## src/rtl/core/ckf_pkg.sv

```systemverilog
// Shared types and constants for the CRC-16/Modbus packet framer.
// Holds byte kind codes, register indexes, the queue entry type and the CRC byte update.
// No dependencies.
package ckf_pkg;

  localparam int BYTE_W  = 8;
  localparam int ID_W    = 16;
  localparam int KIND_W  = 3;
  localparam int CRC_W   = 16;
  localparam int CFG_IDX_W = 8;

  // Byte kinds; the back end also steps through them as its sequencer state
  localparam logic [KIND_W-1:0] KIND_HEADER = 3'd0;
  localparam logic [KIND_W-1:0] KIND_COUNT  = 3'd1;
  localparam logic [KIND_W-1:0] KIND_ID_HI  = 3'd2;
  localparam logic [KIND_W-1:0] KIND_ID_LO  = 3'd3;
  localparam logic [KIND_W-1:0] KIND_CRC_LO = 3'd4;
  localparam logic [KIND_W-1:0] KIND_CRC_HI = 3'd5;

  localparam logic [CFG_IDX_W-1:0] REG_HEADER = 8'd0;
  localparam logic [CFG_IDX_W-1:0] REG_COUNT  = 8'd1;

  localparam logic [BYTE_W-1:0] HEADER_RESET = 8'hAA;
  localparam logic [BYTE_W-1:0] COUNT_RESET  = 8'h0A;

  localparam logic [CRC_W-1:0] CRC_INIT = 16'hFFFF;
  localparam logic [CRC_W-1:0] CRC_POLY = 16'hA001;

  localparam int QUEUE_DEPTH = 2;
  localparam int QPTR_W      = 1;
  localparam int QCNT_W      = 2;

  typedef struct packed {
    logic [ID_W-1:0] id;
    logic            first;  // opens a frame: header and count go first
    logic            last;   // closes a frame: CRC bytes follow
  } entry_t;

  // Reflected CRC-16 update over one byte, LSB first
  function automatic logic [CRC_W-1:0] crc_feed(input logic [CRC_W-1:0] crc,
                                                input logic [BYTE_W-1:0] b);
    logic [CRC_W-1:0] c;
    c = crc ^ {{(CRC_W-BYTE_W){1'b0}}, b};
    for (int k = 0; k < 8; k++) begin
      if (c[0]) begin
        c = (c >> 1) ^ CRC_POLY;
      end else begin
        c = c >> 1;
      end
    end
    return c;
  endfunction

endpackage

```

## src/rtl/core/crc16_modbus_packet_framer.sv

```systemverilog
// CRC-16/Modbus packet framer. Each channel ID taken on the slave stream becomes two
// bytes on the master stream (ID high, then low), one byte per cycle while the master
// side does not stall; the first ID of a frame is preceded by the header and count
// bytes and the NUM_CHANNELS-th ID is followed by the CRC low and high bytes, the high
// one marked tlast. The byte sequencer emits one byte per cycle while m_tready does
// not hold it, and a two-entry queue in front of it keeps the slave side taking IDs
// while bytes drain.
// CRC (init FFFF, reflected poly A001) covers header, count and all ID bytes.
// The user writes header and count registers through the cfg port only while idle; the block does not enforce it.
module crc16_modbus_packet_framer import ckf_pkg::*; #(
  parameter int NUM_CHANNELS = 10
) (
  input  logic                 clk,
  input  logic                 rst,
  input  logic                 s_tvalid,
  output logic                 s_tready,
  input  logic [ID_W-1:0]      s_tdata,   // [15:0] channel_id
  output logic                 m_tvalid,
  input  logic                 m_tready,
  output logic [BYTE_W-1:0]    m_tdata,   // [7:0] out_byte
  output logic [KIND_W-1:0]    m_tuser,   // [2:0] byte_kind
  output logic                 m_tlast,
  input  logic                 cfg_valid,
  output logic                 cfg_ready,
  input  logic [CFG_IDX_W-1:0] cfg_index,
  input  logic [BYTE_W-1:0]    cfg_data
);

  logic [BYTE_W-1:0] header_byte;
  logic [BYTE_W-1:0] count_byte;
  logic              push;
  logic              push_ready;
  entry_t            push_entry;
  logic              pop;
  logic              pop_valid;
  entry_t            pop_entry;

  assign cfg_ready = 1'b1;

  always_ff @(posedge clk) begin
    if (rst) begin
      header_byte <= HEADER_RESET;
      count_byte  <= COUNT_RESET;
    end else if (cfg_valid) begin
      if (cfg_index == REG_HEADER) begin
        header_byte <= cfg_data;
      end
      if (cfg_index == REG_COUNT) begin
        count_byte <= cfg_data;
      end
    end
  end

  ckf_front #(
    .NUM_CHANNELS(NUM_CHANNELS)
  ) u_front (
    .clk        (clk),
    .rst        (rst),
    .s_tvalid   (s_tvalid),
    .s_tready   (s_tready),
    .s_tdata    (s_tdata),
    .push       (push),
    .push_entry (push_entry),
    .push_ready (push_ready)
  );

  ckf_queue u_queue (
    .clk        (clk),
    .rst        (rst),
    .push       (push),
    .push_entry (push_entry),
    .push_ready (push_ready),
    .pop        (pop),
    .pop_entry  (pop_entry),
    .pop_valid  (pop_valid)
  );

  ckf_back u_back (
    .clk         (clk),
    .rst         (rst),
    .header_byte (header_byte),
    .count_byte  (count_byte),
    .pop_entry   (pop_entry),
    .pop_valid   (pop_valid),
    .pop         (pop),
    .m_tvalid    (m_tvalid),
    .m_tready    (m_tready),
    .m_tdata     (m_tdata),
    .m_tuser     (m_tuser),
    .m_tlast     (m_tlast)
  );

endmodule

```

## src/rtl/core/ckf_front.sv

```systemverilog
// Front end of the framer: accepts channel IDs and tags each with its frame position.
// Depends on ckf_pkg.
module ckf_front import ckf_pkg::*; #(
  parameter int NUM_CHANNELS = 10
) (
  input  logic            clk,
  input  logic            rst,
  input  logic            s_tvalid,
  output logic            s_tready,
  input  logic [ID_W-1:0] s_tdata,   // [15:0] channel_id
  output logic            push,
  output entry_t          push_entry,
  input  logic            push_ready
);

  localparam int CNT_W = $clog2(NUM_CHANNELS + 1);

  logic [CNT_W-1:0] cnt;
  logic [CNT_W-1:0] cnt_next;
  logic             at_last;

  assign s_tready = push_ready;
  assign push     = s_tvalid && push_ready;
  assign at_last  = (cnt == CNT_W'(NUM_CHANNELS - 1));

  assign push_entry.id    = s_tdata;
  assign push_entry.first = (cnt == '0);
  assign push_entry.last  = at_last;

  always_comb begin
    cnt_next = cnt;
    if (push) begin
      cnt_next = at_last ? '0 : cnt + CNT_W'(1);
    end
  end

  always_ff @(posedge clk) begin
    if (rst) begin
      cnt <= '0;
    end else begin
      cnt <= cnt_next;
    end
  end

  a_cnt_range: assert property (@(posedge clk) disable iff (rst)
    cnt < CNT_W'(NUM_CHANNELS))
    else $error("channel counter beyond frame length");

endmodule

```

## src/rtl/core/ckf_queue.sv

```systemverilog
// Two-entry queue between the front end and the byte sequencer.
// Depends on ckf_pkg.
module ckf_queue import ckf_pkg::*; (
  input  logic   clk,
  input  logic   rst,
  input  logic   push,
  input  entry_t push_entry,
  output logic   push_ready,
  input  logic   pop,
  output entry_t pop_entry,
  output logic   pop_valid
);

  entry_t            slots [QUEUE_DEPTH];
  logic [QPTR_W-1:0] wr_ptr;
  logic [QPTR_W-1:0] rd_ptr;
  logic [QCNT_W-1:0] fill;

  assign push_ready = (fill != QCNT_W'(QUEUE_DEPTH));
  assign pop_valid  = (fill != '0);
  assign pop_entry  = slots[rd_ptr];

  always_ff @(posedge clk) begin
    if (push) begin
      slots[wr_ptr] <= push_entry;
    end
  end

  always_ff @(posedge clk) begin
    if (rst) begin
      wr_ptr <= '0;
      rd_ptr <= '0;
      fill   <= '0;
    end else begin
      if (push) begin
        wr_ptr <= wr_ptr + QPTR_W'(1);
      end
      if (pop) begin
        rd_ptr <= rd_ptr + QPTR_W'(1);
      end
      fill <= fill + QCNT_W'(push) - QCNT_W'(pop);
    end
  end

  a_no_overflow: assert property (@(posedge clk) disable iff (rst)
    !(push && !push_ready) && !(pop && !pop_valid))
    else $error("queue pushed when full or popped when empty");

endmodule

```

## src/rtl/core/ckf_back.sv

```systemverilog
// Back end of the framer: steps through the bytes of each queued ID, runs the CRC
// and holds the output register. Depends on ckf_pkg.
module ckf_back import ckf_pkg::*; (
  input  logic              clk,
  input  logic              rst,
  input  logic [BYTE_W-1:0] header_byte,
  input  logic [BYTE_W-1:0] count_byte,
  input  entry_t            pop_entry,
  input  logic              pop_valid,
  output logic              pop,
  output logic              m_tvalid,
  input  logic              m_tready,
  output logic [BYTE_W-1:0] m_tdata,  // [7:0] out_byte
  output logic [KIND_W-1:0] m_tuser,  // [2:0] byte_kind
  output logic              m_tlast   // last_byte
);

  logic              busy;
  logic [KIND_W-1:0] phase;
  logic [KIND_W-1:0] phase_next;
  entry_t            cur;
  logic [CRC_W-1:0]  crc;
  logic [CRC_W-1:0]  crc_next;
  logic [BYTE_W-1:0] byte_sel;
  logic              load_ok;
  logic              advance;
  logic              done;

  assign load_ok = !m_tvalid || m_tready;
  assign advance = busy && load_ok;
  assign pop     = pop_valid && (!busy || done);

  always_comb begin
    byte_sel   = cur.id[BYTE_W-1:0];
    phase_next = phase;
    done       = 1'b0;
    crc_next   = crc;
    unique case (phase)
      KIND_HEADER: begin
        byte_sel   = header_byte;
        phase_next = KIND_COUNT;
        crc_next   = crc_feed(CRC_INIT, header_byte);
      end
      KIND_COUNT: begin
        byte_sel   = count_byte;
        phase_next = KIND_ID_HI;
        crc_next   = crc_feed(crc, count_byte);
      end
      KIND_ID_HI: begin
        byte_sel   = cur.id[ID_W-1:BYTE_W];
        phase_next = KIND_ID_LO;
        crc_next   = crc_feed(crc, cur.id[ID_W-1:BYTE_W]);
      end
      KIND_ID_LO: begin
        byte_sel   = cur.id[BYTE_W-1:0];
        phase_next = KIND_CRC_LO;
        done       = advance && !cur.last;
        crc_next   = crc_feed(crc, cur.id[BYTE_W-1:0]);
      end
      KIND_CRC_LO: begin
        byte_sel   = crc[BYTE_W-1:0];
        phase_next = KIND_CRC_HI;
      end
      KIND_CRC_HI: begin
        byte_sel   = crc[CRC_W-1:BYTE_W];
        done       = advance;
        crc_next   = CRC_INIT;
      end
      default: begin
        done = advance;
      end
    endcase
  end

  always_ff @(posedge clk) begin
    if (rst) begin
      busy  <= 1'b0;
      phase <= KIND_HEADER;
      crc   <= CRC_INIT;
    end else begin
      if (advance) begin
        crc   <= crc_next;
        phase <= phase_next;
      end
      if (pop) begin
        busy  <= 1'b1;
        phase <= pop_entry.first ? KIND_HEADER : KIND_ID_HI;
      end else if (done) begin
        busy <= 1'b0;
      end
    end
  end

  always_ff @(posedge clk) begin
    if (pop) begin
      cur <= pop_entry;
    end
  end

  always_ff @(posedge clk) begin
    if (rst) begin
      m_tvalid <= 1'b0;
    end else if (load_ok) begin
      m_tvalid <= busy;
    end
  end

  always_ff @(posedge clk) begin
    if (advance) begin
      m_tdata <= byte_sel;
      m_tuser <= phase;
      m_tlast <= (phase == KIND_CRC_HI);
    end
  end

  a_last_on_crc_hi: assert property (@(posedge clk) disable iff (rst)
    m_tvalid |-> (m_tlast == (m_tuser == KIND_CRC_HI)))
    else $error("last marker not on the CRC high byte");

  a_done_at_end: assert property (@(posedge clk) disable iff (rst)
    done |-> (phase == KIND_ID_LO || phase == KIND_CRC_HI))
    else $error("item finished before its final byte");

  a_count_after_header: assert property (@(posedge clk) disable iff (rst)
    (advance && phase == KIND_HEADER) |=> (busy && phase == KIND_COUNT))
    else $error("count byte does not follow header");

endmodule

```

## config.mk

```make
export PLATFORM = sky130hd
export DESIGN_NAME = crc16_modbus_packet_framer
export DESIGN_NICKNAME = d
export VERILOG_FILES = /design/src/rtl/core/ckf_pkg.sv /design/src/rtl/core/crc16_modbus_packet_framer.sv /design/src/rtl/core/ckf_front.sv /design/src/rtl/core/ckf_queue.sv /design/src/rtl/core/ckf_back.sv
export SDC_FILE = /design/constraint.sdc
export NUM_CORES = 1
export LEC_CHECK = 0
export BUFFER_PORTS_ARGS = -buffer_cell sky130_fd_sc_hd__buf_2
export CAP_MARGIN = 5
export CORE_MARGIN = 2
export CORE_UTILIZATION = 45
export DETAILED_ROUTE_END_ITERATION = 7
export MAX_ROUTING_LAYER = met4
export SYNTH_ARGS = -nofsm -noshare
export SYNTH_HDL_FRONTEND = slang
export SYNTH_SLANG_ARGS = --single-unit
```

## constraint.sdc

```tcl
create_clock -name clk -period 7.8 [get_ports clk]
set_input_delay 1.17 -clock clk [delete_from_list [all_inputs] [get_ports clk]]
set_output_delay 1.17 -clock clk [all_outputs]
set_load 0.005 [all_outputs]
```

Word level (Yosys, flattened, before mapping)
Memories as Yosys holds them, arrays and structs flattened. A register that Yosys moved wholly into a read port is not among the register bits.
Cells that the tools add are included.
{"block": "totals", "ff_bits": 74, "ramBits": 36, "inputBits": 37, "output_inout_bits": 15, "wordCells": 161, "n_memories": 1}
{"block": "classes", "addsub": 5, "n_eq_ne": 8, "mux": 74, "n_bitwise": 36, "reduce_logical": 22}
{"memory": "u_queue.slots", "depth": 2, "word_bits": 18, "rd": 1, "rd_ports_with_merged_regs": 1, "wr": 1, "line_no": "ckf_queue.sv:14", "text": "entry_t slots [QUEUE_DEPTH];"}
{"op": "2-to-1 mux 16 bit", "count": 60}
{"op": "NOT 2 -> 3 bit", "count": 32}
{"op": "one-hot mux 16 bit (5 select lines)", "count": 1}
{"op": "XOR 16 x 8 -> 16 bit", "count": 3}
{"op": "one-hot mux 8 bit (5 select lines)", "count": 1}
{"op": "NOT 8 -> 16 bit", "count": 1}
{"op": "one-hot mux 3 bit (5 select lines)", "count": 1}
{"op": "equality test 8 x 1 -> 1 bit (second input constant)", "count": 1}
{"op": "zero test 8 bit", "count": 1}
{"op": "AND reduction 2 bit", "count": 4}
{"op": "equality test 3 x 2 -> 1 bit (second input constant)", "count": 2}
{"op": "equality test 3 bit (second input constant)", "count": 2}
{"op": "2-to-1 mux 1 bit", "count": 6}
{"op": "2-to-1 mux 3 bit", "count": 2}
{"op": "nonzero test 2 bit", "count": 3}
{"op": "nonzero test 6 bit", "count": 1}
{"op": "nonzero test 5 bit", "count": 1}
{"op": "adder 4 x 1 -> 4 bit (second input constant)", "count": 1}
{"op": "equality test 4 bit (second input constant)", "count": 1}
{"op": "logical AND 1 bit", "count": 4}
{"op": "zero test 4 bit", "count": 1}
{"op": "2-to-1 mux 4 bit", "count": 1}
{"op": "OR reduction 4 bit", "count": 1}
{"op": "equality test 3 x 1 -> 1 bit (second input constant)", "count": 1}
{"op": "9 further kinds", "count": 13}

Longest topological paths before layout
{"block": "depth", "ltp_word": 25, "ltp_mapped": 12, "mapped_depth_nobuf": 11}

By module
From an unflattened synthesis, not the netlist that was laid out.
{"block": "hier_totals", "cells_unflattened": 509, "area_unflattened_um2": 5895.7}
{"mod": "ckf_back", "instances": 1, "cells_each": 320, "area_per_inst_um2": 3273.1, "seq_area_each_um2": 1291.2}
{"mod": "ckf_queue", "instances": 1, "cells_each": 77, "area_per_inst_um2": 1569.0, "seq_area_each_um2": 1181.1}
{"mod": "crc16_modbus_packet_framer", "instances": 1, "cells_each": 71, "area_per_inst_um2": 715.7, "seq_area_each_um2": 320.3}
{"mod": "ckf_front", "instances": 1, "cells_each": 41, "area_per_inst_um2": 337.8, "seq_area_each_um2": 80.1}

Worst setup path before layout
Ideal clock, no wire load.
{"block": "synth_timing", "path_type": "in2reg", "startpoint": "input m_tready", "endpoint": "register u_queue.fill[1]", "setup_ns": 0.128, "arrival_ns": 3.269, "required_time_ns": 7.672, "slack_ns": 4.404, "path_stages": 10, "path_buffers": 0, "path_cell_list": "nor2b_1 a21oi_1 nor2_1 nor2_1 ha_1 inv_1 ha_1 xor2_1 xnor2_1 nor2_1"}
{"block": "synth_via", "elab_chain_cells": 7}
{"element": "from (decl)", "line_no": "crc16_modbus_packet_framer.sv:19", "text": "input logic m_tready,"}
{"element": "logical OR 1 bit (*)", "line_no": "ckf_back.sv:29", "text": "assign load_ok = !m_tvalid || m_tready;"}
{"element": "logical AND 1 bit (*)", "line_no": "ckf_back.sv:30", "text": "assign advance = busy && load_ok;"}
{"element": "logical AND 1 bit", "line_no": "ckf_back.sv:57", "text": "done = advance && !cur.last;"}
{"element": "one-hot mux 1 bit (2 select lines) (*)", "line_no": "ckf_back.sv:38", "text": "unique case (phase)"}
{"element": "logical OR 1 bit (*)", "line_no": "ckf_back.sv:31", "text": "assign pop = pop_valid && (!busy || done);"}
{"element": "logical AND 1 bit (*)", "line_no": "ckf_back.sv:31"}
{"element": "via pop", "line_no": "crc16_modbus_packet_framer.sv:34", "text": "logic pop;"}
{"element": "subtractor 2 x 1 -> 2 bit (*)", "line_no": "ckf_queue.sv:41", "text": "fill <= fill + QCNT_W'(push) - QCNT_W'(pop);"}
{"element": "to (signal assigned)", "line_no": "ckf_queue.sv:41"}
{"element": "to (decl)", "line_no": "ckf_queue.sv:17", "text": "logic [QCNT_W-1:0] fill;"}
The timed path passes the listed nets; every way through them passes the cells marked *.
A chain may end at the register's enable or synchronous reset.

Worst setup path after layout
Same ends and word-level chain as after synthesis.

==> metrics.cfg <==
[setup_path]
critPathMaxFanout=23
crit_path_end_kind=flop
crit_type=input pin to flop
cp.arrival_ns=3.34
critPathRequiredTime_ns=8.02
critPathLaunchType=input pin

[timing]
rsz0062_at_grt=no
timing.final.crit_share_pct=40.03
worstMarginPinSlew_ns=1.065
min_period_ns=3.122
fin_skew_ns=0.01070
setup_viol=0
max_freq_mhz=320.3
finalSetupTns_ns=0
hold_violations=0
slew_headroom_pct=28.91
setup_slack_ns=4.678
final-max-slew-violation-count=0

[clocking]
cts_max_level=3
ctsLongestPathBuffers=2
clockRootBuffer=clkbuf_16
clk-insertion-delay-late_ns=0.35
cts_setup_buffers=0
cts_tree=built
clock-sinks=111
clk_pin_slew_ns=0.06
cts_resized=0
cts_made_buffers=9
hold_buffers=0

[detailed_routing]
vias=3665
vias_per_cell=5.446
wire_per_inst_um=17.99
drt_iter0_drc=170
drc=0
drt-pass1-iter-count=4
ant_nets=0
wl_mm=12.11

[synthesis]
synth_area_leaders=edfxtp_1, dfxtp_1, xnor2_1
synth-main-ff-cell=edfxtp_1
synth.distinct_cells=49
synthArstFlopShare_pct=0
seq_area_frac_synth_pct=52.32
syn_avg_cell_area_um2=11.49
syn-cell-area_um2=5490
synth_top_area_share_pct=35.55
yosysTopAreaCell=edfxtp_1
ys_seq_elements=111
synth_nets=517
synth_cells=478
synth_edf_count=65
yosys_warnings=0

[place]
preCtsSetupSlack_ns=4.266
place_area_um2=5871
io_buffers=50
hpwl_mm=8.821
gp_congestion=0.8666

[finish]
finalNetCount=560
layout_commonest_cell=edfxtp_1
syn_to_final_growth_pct=12.42
fin_area_um2=6172
drive_gt1_share_pct=19.01
final_cell_mix=edfxtp_1, xnor2_1, buf_2
num_antenna_cells=0

[pwr]
power_density_nw_per_um2=373.0
combPwrFrac_pct=41.2
p_sw_mw=0.8168
p_clk_share_pct=20.2
seqPwrFrac_pct=38.6
swShare_pct=35.48
power.internal_mw=1.485
totalPowerFinal_mw=2.302
p_leak_nw=2.292
peakVddDrop_v=0.0001541

[global_routing]
grt_max_degree=36
first_global_vias=3713
grt_pass1_wl_mm=19.49
gr-usage-all-layers_pct=20.50
gr-total-overflow=0
antenna_found_initial=0

[run]
drv_cap=0

[die]
dieArea_um2=13100
num_rows=40
initial_core_util_pct=45.90
die_height_um=114.5
die_w_um=114.5
ios=52
coreArea_um2=11960

[hold_path]
hold_path.class=flop to flop

[run_status]
status=finished clean

==> path summary, 6_finish.rpt <==
path                                      start         endpoint  slack (ns)  depth (start not counted)
worst min-delay path                u_back.busy  u_back.m_tvalid        0.49                          2
worst min register to register      u_back.busy  u_back.m_tvalid        0.49                          2
worst max-delay path                   m_tready  u_queue.fill[1]        4.68                         11
worst max register to register  u_back.phase[2]  u_queue.fill[1]        4.79                         10
==> layer usage <==
metal / wire (um) / vias up / global-route usage [%] / share of wire (%)
met5: 0 / - / - / 0
met4: 310 / 0 / 8.374 / 2.6
met3: 333 / 18 / 3.176 / 2.7
met2: 5861 / 69 / 32.70 / 48
met1: 5605 / 1783 / 26.25 / 46
li1: - / 1795 / - / -
==> sequential cells by signal (all words and copies together), names as in the netlist, named ones only <==
signal / count
u_back.phase: 3
header_byte: 8
u_queue.wr_ptr: 1
count_byte: 8
u_queue.fill: 2
u_queue.slots: 36
u_back.m_tvalid: 1
u_front.cnt: 4
u_back.crc: 16
u_queue.rd_ptr: 1
u_back.busy: 1
u_back.m_tuser: 3
u_back.m_tdata: 8
u_back.m_tlast: 1
u_back.cur: 17
==> Yosys cell counts, types with 2 or more instances <==
library cell and number:
nand2_1 38, a31oi_1 2, ha_1 2, o211ai_1 3, nor2b_1 7, nor2_1 48
inv_2 2, buf_1 4, o21ai_1 22, clkbuf_1 15, a22oi_1 5, mux2i_1 38
o221ai_1 5, buf_2 3, xor2_1 20, xnor2_1 52, dfxtp_1 46, a21oi_1 18
nand3_1 8, a211oi_1 3, o22ai_1 3, mux4_2 5, and2_1 3, xor2_2 2
nor4_1 2, xnor3_1 4, nor3_1 9, o21ai_0 3, mux2_2 18, inv_1 5
edfxtp_1 65
==> area by class of cell <==
cell class | instances | area [um^2]
multi-input combinational | 337 | 2500
sequential | 111 | 2873
inverter | 7 | 26.28
clock inverter | 4 | 55.05
fill | 1075 | 5789
tap | 147 | 183.9
timing repair buffer | 55 | 287.8
clock buffer | 12 | 246.5
==> power groups by stage <==
stage               Clock [mW]  Combinational (mW)  Sequential (mW)
floorplan                    0               0.762            0.854
finish                   0.466               0.948            0.888
global placement             0               0.938            0.899
CTS                      0.477               0.955            0.891
detailed placement           0               0.951            0.904
global route             0.498                1.04            0.906
==> through the flow <==
step | utilization, % | hold slack [ns] | instances
floorplan | - | 0.4064 | 478
global placement | 49.08 | 0.4692 | 657
detailed placement | 49.08 | 0.4767 | 657
CTS | 51.60 | 0.4882 | 673
global route | 51.60 | 0.5110 | 673
finish | 51.60 | 0.4891 | 673
==> cell families (layout without fill, tap and decap cells) <==
family,Yosys count,in the layout,share of synthesized area [%]
simple gates,122,122,9.709
flops,111,111,52.32
xor+xnor,80,80,14.65
compound gates,71,71,7.931
mux,61,61,12.67
buf+inv,30,78,2.188
fa+ha+maj,2,2,0.4557
other cells,1,1,0.06830
==> critical path, cell delays in order <==
cell	delay (ns)
buf_2	0.08
nor2b_1	0.06
a21oi_1	0.13
nor2_1	0.08
nor2_2	0.82
ha_1	0.38
inv_1	0.05
ha_1	0.16
xor2_1	0.21
xnor2_1	0.15
nor2_1	0.05
Power figures use the tool's default switching activity.
